**config.mk**
```make
export PLATFORM = sky130hd
export DESIGN_NAME = derb_ctrl
export DESIGN_NICKNAME = d
export VERILOG_FILES = /design/src/design/derb_pkg.sv /design/src/design/derb_ctrl.sv
export SDC_FILE = /design/constraint.sdc
export NUM_CORES = 1
export LEC_CHECK = 0
export BUFFER_PORTS_ARGS = -buffer_cell sky130_fd_sc_hd__buf_4
export CAP_MARGIN = 20
export CELL_PAD_IN_SITES_DETAIL_PLACEMENT = 0
export CELL_PAD_IN_SITES_GLOBAL_PLACEMENT = 1
export CORE_AREA = 2 2 39 41
export CTS_BUF_LIST = sky130_fd_sc_hd__clkbuf_8
export CTS_CLUSTER_DIAMETER = 30
export DETAILED_ROUTE_END_ITERATION = 8
export DIE_AREA = 0 0 41 43
export PLACE_DENSITY = 0.43
export SYNTH_ARGS = -nofsm -noshare
export SYNTH_HDL_FRONTEND = slang
export SYNTH_SLANG_ARGS = --single-unit
```
**constraint.sdc**
```tcl
create_clock -name clk -period 1.6 [get_ports clk]
set_input_delay 0.32 -clock clk [delete_from_list [all_inputs] [get_ports clk]]
set_output_delay 0.32 -clock clk [all_outputs]
set_load 0.03 [all_outputs]
```
**src/design/derb_pkg.sv**
```systemverilog
`timescale 1ns / 1ps

package derb_pkg;

	// Storage geometry.
	localparam int DEPTH      = 256;
	localparam int DATA_WIDTH = 32;
	localparam int ADDR_W     = $clog2(DEPTH);
	localparam int CNT_W      = $clog2(DEPTH + 1);

	// Fixed field widths of the stream and configuration ports.
	localparam int OP_W      = 3;
	localparam int WORD_W    = 32;
	localparam int INDEX_W   = 8;
	localparam int CFG_W     = 9;
	localparam int COUNT_W   = 9;
	localparam int IN_DATA_W = 40;
	localparam int OUT_RAW_W = WORD_W + COUNT_W + 3;
	localparam int OUT_DATA_W = ((OUT_RAW_W + 7) / 8) * 8;

	localparam logic [CFG_W-1:0] CAPACITY_RESET = CFG_W'(256);

	// Operation codes carried in the input tuser.
	localparam logic [OP_W-1:0] OP_PUSH_BACK  = 3'd0;
	localparam logic [OP_W-1:0] OP_PUSH_FRONT = 3'd1;
	localparam logic [OP_W-1:0] OP_POP_BACK   = 3'd2;
	localparam logic [OP_W-1:0] OP_POP_FRONT  = 3'd3;
	localparam logic [OP_W-1:0] OP_READ       = 3'd4;

	// Commands from the controller to the datapath.
	typedef struct packed {
		logic take_item;
		logic execute;
		logic load_out;
	} derb_cmd_t;

endpackage

```
**src/design/derb_ctrl.sv**
```systemverilog
`timescale 1ns / 1ps

module derb_ctrl
	import derb_pkg::*;
(
	input  logic      clk,
	input  logic      arst_n,
	input  logic      s_tvalid,
	output logic      s_tready,
	output logic      m_tvalid,
	input  logic      m_tready,
	output derb_cmd_t cmd
);

	typedef enum logic [2:0] {
		ST_IDLE = 3'b001,
		ST_EXEC = 3'b010,
		ST_DONE = 3'b100
	} state_t;

	state_t state_q, state_d;
	logic   m_tvalid_q;
	logic   out_free;

	assign out_free = !m_tvalid_q || m_tready;
	assign s_tready = (state_q == ST_IDLE);
	assign m_tvalid = m_tvalid_q;

	always_comb begin
		state_d       = state_q;
		cmd.take_item = 1'b0;
		cmd.execute   = 1'b0;
		cmd.load_out  = 1'b0;
		unique case (state_q)
			ST_IDLE: begin
				if (s_tvalid) begin
					cmd.take_item = 1'b1;
					state_d       = ST_EXEC;
				end
			end
			ST_EXEC: begin
				cmd.execute = 1'b1;
				state_d     = ST_DONE;
			end
			ST_DONE: begin
				if (out_free) begin
					cmd.load_out = 1'b1;
					state_d      = ST_IDLE;
				end
			end
			default: begin
				state_d = ST_IDLE;
			end
		endcase
	end

	always_ff @(posedge clk or negedge arst_n) begin
		if (!arst_n) begin
			state_q    <= ST_IDLE;
			m_tvalid_q <= 1'b0;
		end else begin
			state_q <= state_d;
			if (cmd.load_out) begin
				m_tvalid_q <= 1'b1;
			end else if (m_tready) begin
				m_tvalid_q <= 1'b0;
			end
		end
	end

endmodule

```
=== After elaboration in Yosys (flattened, before gate mapping) ===
Index checks and enable logic that the tools add are counted.

* Reductions and logical operators: 4
* Eq/ne operators: 5
* Multiplexer cells: 10

{| class="wikitable"
|+ Operators with widths
! kind !! count
|-
| $pmux 3 s3 || 1
|-
| $mux 1 || 7
|-
| $mux 3 || 2
|-
| $ne 2x2->1 const B || 2
|-
| $eq 3x1->1 const B || 1
|-
| $eq 3x2->1 const B || 1
|-
| $eq 3x3->1 const B || 1
|-
| $reduce_and 2->1 || 1
|-
| $reduce_bool 2->1 || 1
|-
| $logic_not 1->1 || 1
|-
| $logic_or 1x1->1 || 1
|}

* Input port bits: 4
* Register bits after elaboration: 4
* Output and inout bits: 5
* Word-level logic and storage cells: 21

=== Depth between registers and ports, before layout ===
Gate-level depths: netlist of the first run.

* Depth in word-level cells: 5
* Mapped depth: 2

=== Least setup slack after synthesis of the first run ===
OpenSTA, ideal clock, no wires.

* Path kind: reg2out
* Start: register state_q[0]
* End: output s_tready
* Stages on the path, launching flop included: 3
* Required time: 1280 ps
* Setup slack: -18 ps
* Path buffers: 0
* Arrival: 1298 ps
* Cells stage by stage: dfstp_2 inv_1 nor3_1

* Word-level cells in the longest chain between the ends: 1

{| class="wikitable"
|+ Ends and longest elaborated chain
! item !! RTL line !! RTL
|-
| from (decl) || derb_ctrl.sv:21 || <nowiki>state_t state_q, state_d;</nowiki>
|-
| from (signal assigned) || derb_ctrl.sv:62 || <nowiki>state_q <= state_d;</nowiki>
|-
| $eq 3x1->1 || derb_ctrl.sv:26 || <nowiki>assign s_tready = (state_q == ST_IDLE);</nowiki>
|-
| to (decl) || derb_ctrl.sv:9 || <nowiki>output logic s_tready,</nowiki>
|}

Every way passes these cells.

==> results of run 1 <==
==> worst paths after layout <==
check | startpoint | endpoint | slack [ns] | cells after the start
max | state_q[1] | cmd[0] | 0.01 | 3
min | m_tready | m_tvalid | 0.31 | 2
max reg2reg | state_q[1] | state_q[0] | 0.54 | 3
min reg2reg | state_q[0] | state_q[0] | 0.57 | 2
max in group asynchronous | arst_n | state_q[0] | 0.96 | 2
min in group asynchronous | arst_n | state_q[1] | 0.44 | 2
==> per-layer routing <==
metal  wire (microns)  up-vias
li1                 -       94
met1              188       84
met2              223       10
met3               59        0
met4                0        0
met5                0        -
==> metrics by stage <==
step	power, mW	std cells	setup TNS, ns	util	worst slack [ns]
6_report	0.695	49	0	0.271	0.0121
5_1_grt	0.740	49	-0.0353	0.271	-0.0353
4_1_cts	0.707	49	-0.00595	0.271	-0.00595
3_5_place_dp	0.454	42	0	0.216	0.176
3_3_place_gp	0.456	42	0	0.216	0.172
2_1_floorplan	0.369	19	0	-	0.194
==> cell usage after synthesis <==
master	number
buf_4	1
and4bb_2	3
o21ai_0	1
or3b_1	1
a21oi_2	1
a211oi_2	1
inv_1	3
dfstp_2	1
o21a_1	1
nor3b_1	1
and2b_2	1
dfrtp_1	3
nor3_1	1
==> repair_timing <==
action	in CTS	in global routing
hold buffers	1	0
gates resized for setup	2	0
buffers inserted	2	0
endpoints found under the hold margin	3	0
endpoints found under the setup margin	1	1
==> critical path, cell delays in order, from the launching register on <==
cell	delay, ns
dfrtp_1	0.39
or3b_4	0.38
a21oi_2	0.13
buf_6	0.14
==> sequential cells by signal, summed over array words and instances (netlist names) <==
name	cells
m_tvalid	1
state_q	3
==> cell type report <==
class | count | area share
Multi-Input combinational cell | 11 | 0.290
Clock buffer | 3 | 0.110
Timing Repair Buffer | 11 | 0.237
Inverter | 3 | 0.0300
Clock inverter | 1 | 0.0100
Sequential cell | 4 | 0.270
Tap cell | 16 | 0.0533
==> cells by family (layout without fill, tap and decap cells) <==
| kind of cell | Yosys count | after routing | share of synthesized area |
|---|---|---|---|
| DFF | 4 | 4 | 0.458 |
| AOI/OAI and AO/OA | 4 | 4 | 0.153 |
| buffers and inverters | 4 | 18 | 0.0848 |
| and+or+nand+nor | 7 | 7 | 0.305 |
==> power by group <==
group	switching (mW)	internal (mW)
combinational	0.157	0.143
sequential	0.0340	0.144
clock	0.0534	0.164
==> layout by cell type, fill, tap and decap left out, drive strengths merged <==
master / synthesis / routed
clkbuf: 0 / 3
nor3: 1 / 1
buf: 1 / 10
and4bb: 3 / 3
a211oi: 1 / 1
dfstp: 1 / 1
nor3b: 1 / 1
or3b: 1 / 1
dlygate4sd3: 0 / 1
o21ai: 1 / 1
o21a: 1 / 1
dfrtp: 3 / 3
and2b: 1 / 1
a21oi: 1 / 1
inv: 3 / 4
==> metrics.md, run 1 <==
| Metric | Value |
|---|---|
| F_max | `approximately 630 MHz` |
| Gpl congestion | `about 0.70` |
| Sequential cell area | `approximately 100 sq um` |
| GR Util met2 | `0.0969` |
| Yosys warning count | `0` |
| CP max FO | `4` |
| IO buf count | `8` |
| Vias in the first global route | `roughly 190` |
| Leading post-synthesis cells by cell area | `dfrtp_1 34%, and4bb_2 17%, dfstp_2 12%, a211oi_2 5.6%, inv_1 5.1%` |
| Met1 Use GR | `0.0647` |
| Vias/cell | `~3.8` |
| Global Route Usage Sum | `0.0694` |
| Core area | `roughly 1400 sq um` |
| Die ar. | `~1800 sq um` |
| Mapped Area | `221 sq um` |
| Rel. slew slack | `0.766` |
| Site Rows | `14` |
| Multi-input gate area | `about 110 sq um` |
| Fin area | `~380 sq um` |
| Status | `complete, no violations` |
| Leak | `~0.18 nW` |
| Hold Path Class | `in -> reg` |
| Skew-Pair Late Insertion Delay | `0.22 ns` |
| Io pins | `9` |
| Crit path time final | `approximately 1.6 ns` |
| Placed Area | `roughly 300 sq um` |
| Final hold viol count | `0` |
| Clock Tree Root | `clkbuf_8` |
| Setup violators final | `0` |
| CTS Buf Count | `3` |
| Grt total ovfl | `0` |
| Worst path arrival time | `about 1.3 ns` |
| Yosys reg bits | `4` |
| Fraction of layout cells with a size suffix above 1 | `0.667` |
| Final nets | `38` |
| Antenna fix cells | `0` |
| Syn_nets | `23` |
| RSZ-0062 raised after global routing | `true` |
| Cell variety after synth | `13` |
| Met3 Resource Use GR | `0.0471` |
| Crit. End Element | `output pin` |
| Worst-path clk slew | `approximately 0.040 ns` |
| Setup CP Type | `reg -> out` |
| Fillers | `around 150` |
| CTS tree | `done` |
| Pwr dens | `approximately 1900 nW/um^2` |
| H-tree Lvls | `1` |
| Final hold slack | `roughly 0.31 ns` |
| Die H | `approximately 43 microns` |
| Clk buf depth | `2` |
| Initial Utilization | `0.160` |
| Syn-to-layout area delta | `69.5%` |
| Required @ worst endpoint | `~1.3 ns` |
| Top-area cell type share of the netlist area | `0.339` |
| Aggregate routed wire length | `471 microns` |
| Vias | `~190` |
| Mean Syn Cell Area | `approximately 12 sq um` |
| Die width | `around 41 microns` |
| Worst vdd ir | `roughly 0.00075 V` |
| Tcrit/Tclk final | `0.992` |
| Post-route ant nets | `0` |
| Clk sinks | `4` |
| WL per Instance | `between 9 and 10 microns` |
| Initial antenna violation count | `0` |
| Mapped Cells | `19` |
| Least-Margin Pin Slew | `0.350 ns` |
| Drt initial violations | `0` |
| Largest net degree at the start of global routing | `6` |
| MaxCap Viol Count | `0` |
| Most area-hungry cell type in the Yosys netlist | `dfrtp_1` |
| Sequential share of the synthesized area | `0.458` |
| Clk_skew | `between 0.008 and 0.009 ns` |
| Global-route wire length before repair | `roughly 750 microns` |
| Pins Over Slew Limit | `0` |
| Initial DRT Pass Iterations | `1` |
| GRT Max-Usage Layer | `met2` |
| Startpoint class of the critical path | `flop` |
| Drt drc | `0` |
No activity file was read; power rests on OpenSTA's default activity.
==> run 2, diff against run 1 <==
Settings changed: PLACE_DENSITY 0.43 to 0.44.
Clock period 1.6 ns to 1.4 ns, I/O delays scaled along.
==> metrics.md, run 2 (synthesis gave the netlist of run 1 again) <==
| Metric | Value |
|---|---|
| Status | `finished with violations` |
| Failing checks | `negative setup slack` |
| Hold Path Class | `in -> reg` |
| GR Util met2 | `0.0938` |
| Worst vdd ir | `around 0.00055 V` |
| IO buf count | `8` |
| Max stage delay on crit path | `0.39 ns` |
| Pins Over Slew Limit | `0` |
| Biggest register | `state_q` |
| Most common cell after layout, fill and taps aside | `buf_4` |
| CTS tree | `done` |
| Crit. End Element | `output pin` |
| Clk_skew | `0.00249 ns` |
| Antenna fix cells | `0` |
| Initial Utilization | `0.160` |
| Aggregate routed wire length | `about 450 microns` |
| Sequential cell area | `between 100 and 150 sq um` |
| RSZ-0062 raised after global routing | `true` |
| Clock share of power | `0.281` |
| Met3 Resource Use GR | `0.0314` |
| Startpoint class of the critical path | `flop` |
| H-tree Lvls | `1` |
| Syn-to-layout area delta | `88.1%` |
| Delay-heaviest family, CP | `flip-flops` |
| Switching portion of total power | `0.343` |
| Final nets | `roughly 40` |
| Die H | `about 43 microns` |
| Clk buf depth | `2` |
| Gpl congestion | `around 0.67` |
| F_max | `657 MHz` |
| Clk sinks | `4` |
| Slowest-stage cell, CP | `dfstp_2` |
| Drt drc | `0` |
| Fin area | `417 sq um` |
| Global-route wire length before repair | `roughly 770 microns` |
| Crit path time final | `around 1.5 ns` |
| Required @ worst endpoint | `about 1.1 ns` |
| Initial DRT Pass Iterations | `2` |
| Core area | `1380 sq um` |
| Post-route ant nets | `0` |
| Leak | `0.199 nW` |
| Least-Margin Pin Slew | `0.173 ns` |
| Initial antenna violation count | `0` |
| Final hold slack | `approximately 0.30 ns` |
| Sw Pwr | `297 uW` |
| Pwr dens | `around 2100 nW/um^2` |
| Skew-Pair Late Insertion Delay | `0.21 ns` |
| Setup violators final | `3` |
| Die ar. | `around 1800 sq um` |
| Final WS setup | `-0.122 ns` |
| Die width | `between 40 and 50 microns` |
| Rel. slew slack | `0.884` |
| Met1 Use GR | `0.0817` |
| Grt total ovfl | `0` |
| Largest net degree at the start of global routing | `7` |
| WL per Instance | `8.73 microns` |
| Vias in the first global route | `approximately 190` |
| Reg power frac | `0.238` |
| Worst-path clk slew | `around 0.030 ns` |
| Multi-input gate area | `about 120 sq um` |
| Placed Area | `~320 sq um` |
| Largest register FFs | `3` |
| Final hold viol count | `0` |
| Worst path arrival time | `~1.2 ns` |
| Fillers | `139` |
| Fraction of layout cells with a size suffix above 1 | `0.722` |
| Tcrit/Tclk final | `1.09` |
| Critical path cell sequence | `or3b_4, a21oi_2, buf_6` |
| Global Route Usage Sum | `0.0676` |
| Clock Tree Root | `clkbuf_8` |
| Crit path buf inv count | `1` |
| GRT Max-Usage Layer | `met2` |
| Drt initial violations | `2` |
| Vias | `201` |
| Site Rows | `14` |
| Vias/cell | `around 3.9` |
| Post-route setup TNS | `-0.238 ns` |
| Int Power | `roughly 570 uW` |
| Io pins | `9` |
| CP max FO | `5` |
| MaxCap Viol Count | `0` |
| CTS Buf Count | `3` |
| Comb power frac | `0.481` |
| Setup CP Type | `reg -> out` |
| Highest-count cells in the layout ignoring fill and taps | `10 x buf_4, 4 x inv_1` |
run 2: area by class of cell:
class | count | share of cell area
inverter | 3 | 0.0270
multi-input combinational | 11 | 0.288
timing repair buffer | 14 | 0.285
clock inverter | 1 | 0.00901
clock buffer | 3 | 0.0991
sequential | 4 | 0.243
tap | 16 | 0.0480
run 2: metal layers:
layer	wire, microns	vias up
li1	-	101
met1	196	95
met2	238	5
met3	19	0
met4	0	0
met5	0	-
run 2: power groups by stage:
stage	Sequential (mW)	Combinational (mW)	Clock (mW)
2_1_floorplan	0.209	0.213	0
3_3_place_gp	0.198	0.358	0
3_5_place_dp	0.199	0.358	0
4_1_cts	0.203	0.393	0.253
5_1_grt	0.211	0.448	0.260
6_report	0.206	0.416	0.243
run 2: repair_timing:
action                     4_1_cts  5_1_grt
hold endpoints to repair         3        0
hold buffers                     1        0
setup endpoints to repair        4        4
pin swaps                        2        2
buffers inserted                 1        1
gates resized for setup          4        2
run 2: final timing paths:
kind | startpoint | cells after the start | endpoint | slack [ns]
min in group asynchronous | arst_n | 2 | state_q[1] | 0.40
worst min register to register | state_q[0] | 2 | state_q[0] | 0.58
worst max register to register | state_q[2] | 5 | state_q[0] | 0.12
worst max-delay path | state_q[0] | 3 | cmd[0] | -0.12
max in group asynchronous | arst_n | 2 | state_q[0] | 0.81
worst min-delay path | m_tready | 2 | m_tvalid | 0.30
run 2: through the flow:
step / total power [mW] / utilization / setup WS (ns) / cells
2_1_floorplan: 0.422 / - / 0.0343 / 19
3_3_place_gp: 0.556 / 0.232 / 0.0776 / 45
3_5_place_dp: 0.558 / 0.232 / 0.0671 / 45
4_1_cts: 0.849 / 0.288 / -0.133 / 51
5_1_grt: 0.920 / 0.301 / -0.157 / 52
6_report: 0.865 / 0.301 / -0.122 / 52
